<file path="config.mk">
export PLATFORM = sky130hd
export DESIGN_NAME = reader_writer_lock_arbiter
export DESIGN_NICKNAME = d
export VERILOG_FILES = /design/src/rtl/rwl_pkg.sv /design/src/rtl/rwl_cell.sv /design/src/rtl/rwl_turn_chain.sv /design/src/rtl/reader_writer_lock_arbiter.sv
export SDC_FILE = /design/constraint.sdc
export NUM_CORES = 1
export LEC_CHECK = 0
export BUFFER_PORTS_ARGS = -buffer_cell sky130_fd_sc_hd__buf_4
export CAP_MARGIN = 20
export CORE_MARGIN = 3
export CORE_UTILIZATION = 45
export DETAILED_ROUTE_END_ITERATION = 8
export PLACE_DENSITY = 0.66
export SLEW_MARGIN = 15
export SYNTH_ARGS = -nofsm -noshare
export SYNTH_HDL_FRONTEND = slang
export SYNTH_HIERARCHICAL = 1
export SYNTH_SLANG_ARGS = --single-unit
export TNS_END_PERCENT = 1
</file>
<file path="constraint.sdc">
create_clock -name clk -period 4.2 [get_ports clk]
set_input_delay 0.21 -clock clk [delete_from_list [all_inputs] [get_ports clk]]
set_output_delay 0.21 -clock clk [all_outputs]
set_load 0.1 [all_outputs]
</file>
<file path="src/rtl/rwl_pkg.sv">
`default_nettype none
package rwl_pkg;

	localparam int unsigned MAX_REQUESTERS_DEF = 16;

	localparam int unsigned ACT_W       = 4;
	localparam int unsigned REQ_W       = 4;
	localparam int unsigned STATUS_W    = 3;
	localparam int unsigned CNT_W       = 5;
	localparam int unsigned POLICY_W    = 3;
	localparam int unsigned IN_TDATA_W  = 8;
	localparam int unsigned OUT_TDATA_W = 24;
	localparam int unsigned PADDR_W     = 5;
	localparam int unsigned PDATA_W     = 32;
	localparam int unsigned REG_IDX_W   = 3;

	localparam logic [CNT_W-1:0] COUNT_MAX = 5'd31;

	localparam logic [ACT_W-1:0] ACT_READ_ACQ  = 4'd0;
	localparam logic [ACT_W-1:0] ACT_WRITE_ACQ = 4'd1;
	localparam logic [ACT_W-1:0] ACT_EXCL_ACQ  = 4'd2;
	localparam logic [ACT_W-1:0] ACT_READ_REL  = 4'd3;
	localparam logic [ACT_W-1:0] ACT_WRITE_REL = 4'd4;
	localparam logic [ACT_W-1:0] ACT_EXCL_REL  = 4'd5;
	localparam logic [ACT_W-1:0] ACT_ANN_READ  = 4'd6;
	localparam logic [ACT_W-1:0] ACT_ANN_EXCL  = 4'd7;
	localparam logic [ACT_W-1:0] ACT_REGISTER  = 4'd8;
	localparam logic [ACT_W-1:0] ACT_UNREG     = 4'd9;

	localparam logic [STATUS_W-1:0] STAT_OK        = 3'd0;
	localparam logic [STATUS_W-1:0] STAT_REFUSED   = 3'd1;
	localparam logic [STATUS_W-1:0] STAT_HOLDING   = 3'd2;
	localparam logic [STATUS_W-1:0] STAT_UNDERFLOW = 3'd3;
	localparam logic [STATUS_W-1:0] STAT_FULL      = 3'd4;

	localparam logic [POLICY_W-1:0] POL_EXCL   = 3'd0;
	localparam logic [POLICY_W-1:0] POL_NONE   = 3'd1;
	localparam logic [POLICY_W-1:0] POL_RR     = 3'd2;
	localparam logic [POLICY_W-1:0] POL_READER = 3'd3;
	localparam logic [POLICY_W-1:0] POL_WRITER = 3'd4;

	localparam logic [REG_IDX_W-1:0] REG_POLICY   = 3'd0;
	localparam logic [REG_IDX_W-1:0] REG_LIMIT_ON = 3'd1;
	localparam logic [REG_IDX_W-1:0] REG_LIMIT    = 3'd2;
	localparam logic [REG_IDX_W-1:0] REG_RD_BLK   = 3'd3;
	localparam logic [REG_IDX_W-1:0] REG_WR_BLK   = 3'd4;

	localparam logic [CNT_W-1:0] LIMIT_RST = 5'd16;

	typedef enum logic [2:0] {
		S_IDLE = 3'b001,
		S_EXEC = 3'b010,
		S_SORT = 3'b100
	} fsm_t;

	typedef struct packed {
		logic wr;
		logic drop;
		logic take_lo;
		logic take_hi;
	} cell_ctl_t;

	typedef struct packed {
		logic reg_wr;
		logic drop;
		logic sort_on;
		logic sort_phase;
	} turn_ctl_t;

	typedef struct packed {
		logic hit;
		logic next_valid;
		logic full;
	} turn_sts_t;

endpackage
`default_nettype wire

</file>
<file path="src/rtl/rwl_cell.sv">
`default_nettype none
module rwl_cell import rwl_pkg::*; (
	input  logic             clk,
	input  logic             arst_n,
	input  cell_ctl_t        ctl,
	input  logic [REQ_W-1:0] who,
	input  logic [REQ_W-1:0] lo_data,
	input  logic             lo_valid,
	input  logic [REQ_W-1:0] hi_data,
	input  logic             hi_valid,
	output logic [REQ_W-1:0] data,
	output logic             valid
);

	logic [REQ_W-1:0] data_q;
	logic             valid_q;

	always_ff @(posedge clk) begin
		if (ctl.wr) begin
			data_q <= who;
		end else if (ctl.take_hi) begin
			data_q <= hi_data;
		end else if (ctl.take_lo) begin
			data_q <= lo_data;
		end
	end

	always_ff @(posedge clk or negedge arst_n) begin
		if (!arst_n) begin
			valid_q <= 1'b0;
		end else if (ctl.wr) begin
			valid_q <= 1'b1;
		end else if (ctl.drop && valid_q && (data_q == who)) begin
			valid_q <= 1'b0;
		end else if (ctl.take_hi) begin
			valid_q <= hi_valid;
		end else if (ctl.take_lo) begin
			valid_q <= lo_valid;
		end
	end

	assign data  = data_q;
	assign valid = valid_q;

endmodule
`default_nettype wire

</file>
<file path="src/rtl/rwl_turn_chain.sv">
`default_nettype none
module rwl_turn_chain import rwl_pkg::*; #(
	parameter int unsigned DEPTH = MAX_REQUESTERS_DEF
) (
	input  logic                     clk,
	input  logic                     arst_n,
	input  turn_ctl_t                ctl,
	input  logic [REQ_W-1:0]         who,
	input  logic [$clog2(DEPTH)-1:0] turn_index,
	output turn_sts_t                sts
);

	localparam int unsigned IDX_W = $clog2(DEPTH);

	logic [REQ_W-1:0] data [DEPTH];
	logic [DEPTH-1:0] valid;
	logic [DEPTH-2:0] swap;
	logic [DEPTH-1:0] hit_v;
	logic [DEPTH-1:0] nxt_v;

	// Odd-even transposition on the valid bits: a free cell swaps with a used
	// right neighbor, so used entries move left and keep their order.
	for (genvar b = 0; b < DEPTH - 1; b++) begin : g_swap
		assign swap[b] = ctl.sort_on && (ctl.sort_phase == 1'(b % 2))
			&& !valid[b] && valid[b+1];
	end

	for (genvar i = 0; i < DEPTH; i++) begin : g_cell
		logic [REQ_W-1:0] lo_data;
		logic [REQ_W-1:0] hi_data;
		logic             lo_valid;
		logic             hi_valid;
		logic             prev_valid;
		logic             take_lo;
		logic             take_hi;
		logic             sel;
		cell_ctl_t        c;

		if (i == 0) begin : g_first
			assign lo_data    = '0;
			assign lo_valid   = 1'b0;
			assign prev_valid = 1'b1;
			assign take_lo    = 1'b0;
		end else begin : g_mid_lo
			assign lo_data    = data[i-1];
			assign lo_valid   = valid[i-1];
			assign prev_valid = valid[i-1];
			assign take_lo    = swap[i-1];
		end

		if (i == DEPTH - 1) begin : g_last
			assign hi_data  = '0;
			assign hi_valid = 1'b0;
			assign take_hi  = 1'b0;
		end else begin : g_mid_hi
			assign hi_data  = data[i+1];
			assign hi_valid = valid[i+1];
			assign take_hi  = swap[i];
		end

		assign c.wr      = ctl.reg_wr && !valid[i] && prev_valid;
		assign c.drop    = ctl.drop;
		assign c.take_lo = take_lo;
		assign c.take_hi = take_hi;

		assign sel      = (turn_index == IDX_W'(i));
		assign hit_v[i] = sel && valid[i] && (data[i] == who);
		assign nxt_v[i] = sel && hi_valid;

		rwl_cell u_cell (
			.clk      (clk),
			.arst_n   (arst_n),
			.ctl      (c),
			.who      (who),
			.lo_data  (lo_data),
			.lo_valid (lo_valid),
			.hi_data  (hi_data),
			.hi_valid (hi_valid),
			.data     (data[i]),
			.valid    (valid[i])
		);
	end

	assign sts.hit        = |hit_v;
	assign sts.next_valid = |nxt_v;
	assign sts.full       = valid[DEPTH-1];

endmodule
`default_nettype wire

</file>
<file path="src/rtl/reader_writer_lock_arbiter.sv">
`default_nettype none
// Reader-writer lock arbiter. Each request beat on the slave side yields one
// result beat on the master side with a status and the counts after the
// request. S_IDLE captures the beat; S_EXEC judges it against the lock state
// and loads the output register once that is free, so the next beat is accepted
// while the previous result still waits. An unregister adds S_SORT, in which the
// turn table, a row of cells, closes its gaps by neighbor swaps and the slave
// side is not ready. Write registers through the APB port only while no request
// is in flight; the user is bound to this, the block does not enforce it.
module reader_writer_lock_arbiter import rwl_pkg::*; #(
	parameter int unsigned MAX_REQUESTERS = MAX_REQUESTERS_DEF
) (
	input  logic                   clk,
	input  logic                   arst_n,
	input  logic                   s_tvalid,
	output logic                   s_tready,
	// action [3:0], requester [7:4]
	input  logic [IN_TDATA_W-1:0]  s_tdata,
	// from_waiter [0]
	input  logic                   s_tuser,
	output logic                   m_tvalid,
	input  logic                   m_tready,
	// status [2:0], reader_count [7:3], writer_count [12:8],
	// pending_count [17:13], exclusive_holding [18], zero [23:19]
	output logic [OUT_TDATA_W-1:0] m_tdata,
	input  logic                   psel,
	input  logic                   penable,
	input  logic                   pwrite,
	input  logic [PADDR_W-1:0]     paddr,
	input  logic [PDATA_W-1:0]     pwdata,
	output logic [PDATA_W-1:0]     prdata,
	output logic                   pready
);

	localparam int unsigned TI_W   = $clog2(MAX_REQUESTERS);
	localparam int unsigned HOLD_N = (MAX_REQUESTERS < (1 << REQ_W)) ?
		MAX_REQUESTERS : (1 << REQ_W);
	localparam int unsigned HOLD_W = $clog2(HOLD_N);

	logic [POLICY_W-1:0] policy_q;
	logic                lim_on_q;
	logic [CNT_W-1:0]    lim_q;
	logic                rd_blk_q;
	logic                wr_blk_q;

	fsm_t                state_q;
	logic [TI_W-1:0]     sort_cnt_q;
	logic [ACT_W-1:0]    act_s1;
	logic [REQ_W-1:0]    who_s1;
	logic                waiter_s1;

	logic [CNT_W-1:0]    rd_cnt_q;
	logic [CNT_W-1:0]    wr_cnt_q;
	logic [CNT_W-1:0]    pend_q;
	logic                excl_q;
	logic                want_q;
	logic [HOLD_N-1:0]   holder_q;
	logic [TI_W-1:0]     turn_idx_q;

	logic                   m_tvalid_q;
	logic [OUT_TDATA_W-1:0] m_tdata_q;

	logic                cfg_wr;
	logic [REG_IDX_W-1:0] cfg_idx;
	logic                go;
	logic                sort_done;
	turn_ctl_t           tctl;
	turn_sts_t           tsts;

	logic                who_ok;
	logic                held;
	logic                idle;
	logic                lim_hit;
	logic                rd_ok;
	logic                wr_ok;
	logic                is_acq;
	logic [STATUS_W-1:0] stat;
	logic [CNT_W-1:0]    rd_n;
	logic [CNT_W-1:0]    wr_n;
	logic [CNT_W-1:0]    pend_n;
	logic                excl_n;
	logic                want_n;
	logic                set_hold;
	logic                clr_hold;
	logic                adv;
	logic                reg_wr;
	logic                unreg;

	// Configuration port.
	assign pready  = 1'b1;
	assign cfg_idx = paddr[PADDR_W-1:2];
	assign cfg_wr  = psel && penable && pwrite && pready;

	always_ff @(posedge clk or negedge arst_n) begin
		if (!arst_n) begin
			policy_q <= POL_NONE;
			lim_on_q <= 1'b0;
			lim_q    <= LIMIT_RST;
			rd_blk_q <= 1'b0;
			wr_blk_q <= 1'b0;
		end else if (cfg_wr) begin
			case (cfg_idx)
				REG_POLICY:   policy_q <= pwdata[POLICY_W-1:0];
				REG_LIMIT_ON: lim_on_q <= pwdata[0];
				REG_LIMIT:    lim_q    <= pwdata[CNT_W-1:0];
				REG_RD_BLK:   rd_blk_q <= pwdata[0];
				REG_WR_BLK:   wr_blk_q <= pwdata[0];
				default: ;
			endcase
		end
	end

	always_comb begin
		case (cfg_idx)
			REG_POLICY:   prdata = {{(PDATA_W-POLICY_W){1'b0}}, policy_q};
			REG_LIMIT_ON: prdata = {{(PDATA_W-1){1'b0}}, lim_on_q};
			REG_LIMIT:    prdata = {{(PDATA_W-CNT_W){1'b0}}, lim_q};
			REG_RD_BLK:   prdata = {{(PDATA_W-1){1'b0}}, rd_blk_q};
			REG_WR_BLK:   prdata = {{(PDATA_W-1){1'b0}}, wr_blk_q};
			default:      prdata = '0;
		endcase
	end

	// Sequencing.
	assign s_tready  = (state_q == S_IDLE);
	assign go        = (state_q == S_EXEC) && (!m_tvalid_q || m_tready);
	assign sort_done = (sort_cnt_q == TI_W'(MAX_REQUESTERS - 1));

	always_ff @(posedge clk or negedge arst_n) begin
		if (!arst_n) begin
			state_q    <= S_IDLE;
			sort_cnt_q <= '0;
		end else begin
			case (state_q)
				S_IDLE: begin
					if (s_tvalid) begin
						state_q <= S_EXEC;
					end
				end
				S_EXEC: begin
					sort_cnt_q <= '0;
					if (go) begin
						state_q <= unreg ? S_SORT : S_IDLE;
					end
				end
				S_SORT: begin
					sort_cnt_q <= sort_cnt_q + 1'b1;
					if (sort_done) begin
						state_q <= S_IDLE;
					end
				end
				default: state_q <= S_IDLE;
			endcase
		end
	end

	always_ff @(posedge clk) begin
		if (s_tvalid && s_tready) begin
			act_s1    <= s_tdata[ACT_W-1:0];
			who_s1    <= s_tdata[ACT_W+REQ_W-1:ACT_W];
			waiter_s1 <= s_tuser;
		end
	end

	// Request evaluation.
	always_comb begin
		who_ok  = (32'(who_s1) < MAX_REQUESTERS);
		held    = who_ok && holder_q[who_s1[HOLD_W-1:0]];
		idle    = (rd_cnt_q == '0) && (wr_cnt_q == '0);
		lim_hit = (policy_q <= POL_WRITER) && lim_on_q && (rd_cnt_q >= lim_q);
		is_acq  = (act_s1 <= ACT_EXCL_ACQ) || (act_s1 == ACT_ANN_READ)
			|| (act_s1 == ACT_ANN_EXCL);

		if (excl_q || want_q || rd_blk_q || lim_hit) begin
			rd_ok = 1'b0;
		end else begin
			case (policy_q)
				POL_EXCL:   rd_ok = idle;
				POL_NONE:   rd_ok = (wr_cnt_q == '0);
				POL_RR:     rd_ok = idle && tsts.hit;
				POL_READER: rd_ok = 1'b1;
				POL_WRITER: rd_ok = !((rd_cnt_q != '0) && (wr_cnt_q != '0));
				default:    rd_ok = 1'b1;
			endcase
		end

		if (excl_q || want_q || wr_blk_q) begin
			wr_ok = 1'b0;
		end else begin
			case (policy_q)
				POL_EXCL:   wr_ok = idle;
				POL_NONE:   wr_ok = idle;
				POL_RR:     wr_ok = idle && tsts.hit;
				POL_READER: wr_ok = (rd_cnt_q == '0) && (pend_q == '0);
				default:    wr_ok = 1'b1;
			endcase
		end

		stat     = STAT_OK;
		rd_n     = rd_cnt_q;
		wr_n     = wr_cnt_q;
		pend_n   = pend_q;
		excl_n   = excl_q;
		want_n   = want_q;
		set_hold = 1'b0;
		clr_hold = 1'b0;
		adv      = 1'b0;
		reg_wr   = 1'b0;
		unreg    = 1'b0;

		if (!who_ok || (act_s1 > ACT_UNREG)) begin
			stat = STAT_REFUSED;
		end else if (is_acq && held) begin
			stat = STAT_HOLDING;
		end else begin
			case (act_s1)
				ACT_READ_ACQ: begin
					if ((rd_cnt_q == COUNT_MAX) || !rd_ok) begin
						stat = STAT_REFUSED;
					end else begin
						set_hold = 1'b1;
						rd_n     = rd_cnt_q + 1'b1;
						if (waiter_s1) begin
							adv = 1'b1;
							if (pend_q != '0) begin
								pend_n = pend_q - 1'b1;
							end
						end
					end
				end
				ACT_WRITE_ACQ: begin
					if ((wr_cnt_q == COUNT_MAX) || !wr_ok) begin
						stat = STAT_REFUSED;
					end else begin
						set_hold = 1'b1;
						wr_n     = wr_cnt_q + 1'b1;
						adv      = waiter_s1;
					end
				end
				ACT_EXCL_ACQ: begin
					if (excl_q || !idle) begin
						stat = STAT_REFUSED;
						if (!waiter_s1) begin
							want_n = 1'b0;
						end
					end else begin
						want_n   = 1'b0;
						excl_n   = 1'b1;
						set_hold = 1'b1;
					end
				end
				ACT_READ_REL: begin
					if (rd_cnt_q == '0) begin
						stat = STAT_UNDERFLOW;
					end else begin
						rd_n     = rd_cnt_q - 1'b1;
						clr_hold = 1'b1;
					end
				end
				ACT_WRITE_REL: begin
					if (wr_cnt_q == '0) begin
						stat = STAT_UNDERFLOW;
					end else begin
						wr_n     = wr_cnt_q - 1'b1;
						clr_hold = 1'b1;
					end
				end
				ACT_EXCL_REL: begin
					if (!excl_q) begin
						stat = STAT_UNDERFLOW;
					end else begin
						excl_n   = 1'b0;
						clr_hold = 1'b1;
					end
				end
				ACT_ANN_READ: begin
					if (pend_q == COUNT_MAX) begin
						stat = STAT_REFUSED;
					end else begin
						pend_n = pend_q + 1'b1;
					end
				end
				ACT_ANN_EXCL: want_n = 1'b1;
				ACT_REGISTER: begin
					if (tsts.full) begin
						stat = STAT_FULL;
					end else begin
						reg_wr = 1'b1;
					end
				end
				default: unreg = 1'b1;
			endcase
		end
	end

	always_ff @(posedge clk or negedge arst_n) begin
		if (!arst_n) begin
			rd_cnt_q   <= '0;
			wr_cnt_q   <= '0;
			pend_q     <= '0;
			excl_q     <= 1'b0;
			want_q     <= 1'b0;
			holder_q   <= '0;
			turn_idx_q <= '0;
		end else if (go) begin
			rd_cnt_q <= rd_n;
			wr_cnt_q <= wr_n;
			pend_q   <= pend_n;
			excl_q   <= excl_n;
			want_q   <= want_n;
			if (set_hold) begin
				holder_q[who_s1[HOLD_W-1:0]] <= 1'b1;
			end else if (clr_hold) begin
				holder_q[who_s1[HOLD_W-1:0]] <= 1'b0;
			end
			if (adv) begin
				turn_idx_q <= tsts.next_valid ? turn_idx_q + 1'b1 : '0;
			end else if (unreg && (turn_idx_q != '0)) begin
				turn_idx_q <= turn_idx_q - 1'b1;
			end
		end
	end

	// Turn table.
	assign tctl.reg_wr     = go && reg_wr;
	assign tctl.drop       = go && unreg;
	assign tctl.sort_on    = (state_q == S_SORT);
	assign tctl.sort_phase = sort_cnt_q[0];

	rwl_turn_chain #(
		.DEPTH (MAX_REQUESTERS)
	) u_turn_chain (
		.clk        (clk),
		.arst_n     (arst_n),
		.ctl        (tctl),
		.who        (who_s1),
		.turn_index (turn_idx_q),
		.sts        (tsts)
	);

	// Output register.
	always_ff @(posedge clk or negedge arst_n) begin
		if (!arst_n) begin
			m_tvalid_q <= 1'b0;
		end else if (go) begin
			m_tvalid_q <= 1'b1;
		end else if (m_tready) begin
			m_tvalid_q <= 1'b0;
		end
	end

	always_ff @(posedge clk) begin
		if (go) begin
			m_tdata_q <= {{(OUT_TDATA_W-STATUS_W-3*CNT_W-1){1'b0}},
				excl_n, pend_n, wr_n, rd_n, stat};
		end
	end

	assign m_tvalid = m_tvalid_q;
	assign m_tdata  = m_tdata_q;

endmodule
`default_nettype wire

</file>
==> summary.md <==
| Metric | Value |
|---|---|
| Area of the multi-input gates | 6570 um^2 |
| Yosys cell types | 83 |
| Gate count after technology mapping | 1234 |
| Worst hold path class | input port to flip-flop |
| Drt drc | 0 |
| Vias per cell | 5.73 |
| Flip-flop and latch area | 4570 um^2 |
| Primary FF master, synth | edfxtp_1 |
| Share of layout cells above drive strength 1 | 13.6% |
| Max cap viols | 0 |
| CTS tree | done |
| Final #Nets | 1376 |
| Flops & latches, synth | 164 |
| Clk root buf | clkbuf_16 |
| Crit path kind | flip-flop to flip-flop |
| Outcome | completed |
| DRT Pass-1 Iters | 5 |
| # fillers | 2313 |
| Total CTS buffers | 17 |
| Fin crit share | 93.0% |
| Critical path peak fanout | 41 |
| # rows | 58 |
| CP required | 4.50 ns |
| Synth top area share | 23.2% |
| Clk slew on worst S/H paths | 0.06 ns |
| Crit path time final | 3.91 ns |
| Post-DR wirelength/cell | 17.5 um |
| Half-perimeter wire length after placement | 19.9 mm |
| Initial Util | 46.6% |
| Die ar. | 28400 um^2 |
| Worst vdd ir | 262 uV |
| Fin cells | 1647 |
| Placed insts | 1601 |
| Mapped cell area | 11900 um^2 |
| Total gr overflow | 0 |
| Number of I/O pins | 112 |
| Slew HR | 47.6% |
| Setup-failing EPs final | 0 |
| CTS max path bufs | 2 |
| DIE HEIGHT | 169 um |
| Vias | 9443 |
| Syn_area_per_cell | 9.64 um^2 |
| Port bufs | 49 |
| Tot GR Track Use | 20.1% |
| Vias in the first global route | 8936 |
| Leading area contributor after synthesis | edfxtp_1 |
| Number of clock sinks | 164 |
| Initial DRC Count | 925 |
| Largest net degree at the start of global routing | 73 |
| Top post-synthesis cells by area | edfxtp_1 (23%), dfrtp_1 (15%), mux2i_1 (7.7%), o21ai_0 (5.9%), xnor2_1 (5.5%) |
| Resized Gates After CTS | 0 |
| Startpoint types | flip-flop |
| First-pass GRT wire length | 46.8 mm |
| Max frequency | 256 MHz |
| Pleak | 4.96 nW |
| Antenna cells | 0 |
| Hold WS | 0.0273 ns |
| Worst skew pair latency | 0.43 ns |
| Fin util | 51.8% |
| Ys Warns | 6 |
| Power Dens Cells | 347 nW/um^2 |
| Post-Route WL | 28.9 mm |
| Register area share after synthesis | 38.4% |
| Core footprint | 25500 um^2 |
| Critical Path End Type | flip-flop |
| Die Wd | 169 um |
| Antenna Violating Nets Remaining | 0 |
| Final GP Congestion | 0.888 |
| Fin Setup TNS | 0 ns |
| RSZ-0062 raised after global routing | no |
| Number of flops mapped to enable cells by yosys | 92 |
| H-tree depth | 4 |
| Final Max Tran Viols | 0 |
| Syn-to-layout area delta | 11.3% |
| Critical Path AT | 4.20 ns |
| Worst-Margin Slew | 0.779 ns |
| Endpoints failing hold | 0 |
| Synth async-reset ratio | 43.9% |
| Antenna violations before repair | 0 |
| Fin Clk Skew | 0.0112 ns |
-- timing repair --
item                                   in CTS  in global routing
setup buffers                               0                  0
hold buffers                               12                  1
endpoints found under the hold margin      39                  1
-- worst max-delay path, cell delays in order, from the launching register on --
cell and delay [ns]:
edfxtp_1 0.42, buf_12 0.22, xor2_1 0.20, nor4_1 0.55
nand4_1 0.22, o2111ai_1 0.12, or4_1 0.23, nor3b_1 0.20
o21bai_1 0.09, a21oi_2 0.28, and2b_1 0.32, o2111a_4 0.33
o21ai_2 0.13, o31ai_1 0.31, o31ai_1 0.11
-- synth_stat cells (all sizes together) (4+ instances only) --
cell type,number
nand2,147
o21ai,146
edfxtp,92
mux2i,91
buf,81
xnor2,75
dfrtp,69
xor2,62
nor2,60
nand3,34
a21oi,28
nand4,28
nor3b,25
clkbuf,23
inv,23
nor4,21
ha,19
mux2,19
or3,19
nand4b,18
o22a,16
nor3,13
nor2b,10
and3,8
o31ai,8
a22o,7
a31oi,7
nand2b,7
nand3b,7
and2,6
a21o,5
and2b,5
a211oi,4
a22oi,4
-- cells in the final DEF, fill, tap and decap left out, types with 5 or more instances in the layout --
| cell type | synthesis | final |
|---|---|---|
| xor2_1 | 62 | 62 |
| conb_1 | 3 | 46 |
| a21o_1 | 5 | 5 |
| nor4_1 | 20 | 20 |
| nand2b_1 | 7 | 7 |
| clkbuf_16 | 0 | 17 |
| o21ai_0 | 140 | 140 |
| nor3b_1 | 23 | 23 |
| xnor2_1 | 75 | 75 |
| nor3_1 | 12 | 12 |
| and3_1 | 7 | 7 |
| mux2_2 | 19 | 19 |
| nor2_1 | 57 | 57 |
| ha_1 | 19 | 19 |
| a21oi_1 | 27 | 27 |
| buf_4 | 50 | 92 |
| a22o_1 | 7 | 7 |
| inv_1 | 23 | 23 |
| a31oi_1 | 7 | 7 |
| nand2_1 | 147 | 147 |
| o22a_1 | 16 | 16 |
| nand4b_1 | 18 | 18 |
| dfrtp_1 | 69 | 69 |
| dlygate4sd3_1 | 0 | 13 |
| nor2b_1 | 9 | 9 |
| nand4_1 | 28 | 28 |
| o31ai_1 | 8 | 8 |
| o21ai_1 | 5 | 5 |
| nand3b_1 | 7 | 7 |
| edfxtp_1 | 92 | 92 |
| mux2i_1 | 91 | 91 |
| or3_1 | 19 | 19 |
| nand3_1 | 34 | 34 |
| buf_12 | 5 | 6 |
-- metrics by stage --
stage / setup slack (ns) / total power [mW] / cell area (um^2)
2_1_floorplan: 0.215 / 2.73 / 12100
3_3_place_gp: 0.508 / 2.90 / 12500
3_5_place_dp: 0.431 / 2.92 / 12500
4_1_cts: 0.415 / 4.62 / 13200
5_1_grt: 0.109 / 4.80 / 13200
6_report: 0.293 / 4.59 / 13200
-- metal layers --
layer | track usage [%] | vias up | wire length (um)
li1 | - | 4543 | -
met1 | 28.1 | 4586 | 13500
met4 | 5.09 | 0 | 329
met5 | 0 | - | 0
met2 | 33.1 | 284 | 13700
met3 | 2.87 | 30 | 1380
-- flip-flops by register name (all words and copies together), names as in the netlist, 3 cells and up, named ones only --
signal and flops:
act_s1 4, lim_q 5, m_tdata 19, pend_q 5, policy_q 3, rd_cnt_q 5
sort_cnt_q 4, state_q 3, turn_idx_q 4, u_turn_chain/g_cell.u_cell/data 64, u_turn_chain/g_cell.u_cell/valid 16, who_s1 4
wr_cnt_q 5
-- where the power goes --
group	internal (mW)	leakage [nW]	switching [mW]
registers	1.79	1.81	0.113
clock network	0.994	0.300	0.686
logic	0.332	2.85	0.685
-- final cells by class --
type,count,area share (%)
Clock buffer,20,3.52
Clock inverter,12,1.25
Inverter,23,0.652
Multi-Input combinational cell,986,49.6
Sequential cell,164,34.5
Tap cell,330,3.12
Timing Repair Buffer,112,7.31
-- path summary, 6_finish.rpt --
| kind | startpoint | end | slack, ns | cells past startpoint |
|---|---|---|---|---|
| min in group asynchronous | arst_n | pend_q[2]$_DFFE_PN0P_ | 0.24 | 2 |
| setup / recovery | who_s1[3]$_DFFE_PP_ | turn_idx_q[2]$_DFFE_PN0P_ | 0.29 | 14 |
| hold reg to reg | flip-flop | flip-flop | 0.50 | 1 |
| max in group asynchronous | arst_n | lim_q[4]$_DFFE_PN1P_ | 3.32 | 3 |
| setup reg to reg | who_s1[3]$_DFFE_PP_ | turn_idx_q[2]$_DFFE_PN0P_ | 0.29 | 14 |
| hold / removal | pwdata[2] | lim_q[2]$_DFFE_PN0P_ | 0.03 | 2 |
-- logic make-up (layout without fill, tap and decap cells) --
family	after synthesis	count (layout)	synth area share (%)
buf+inv	127	167	7.69
compound gates	250	250	12.8
xor+xnor	137	137	10.1
fa+ha+maj	19	19	2.00
flops	164	164	38.4
other cells	3	46	0.0947
simple gates	421	421	18.9
mux	113	113	10.0
Note: power is estimated with default switching activity, not from simulation.
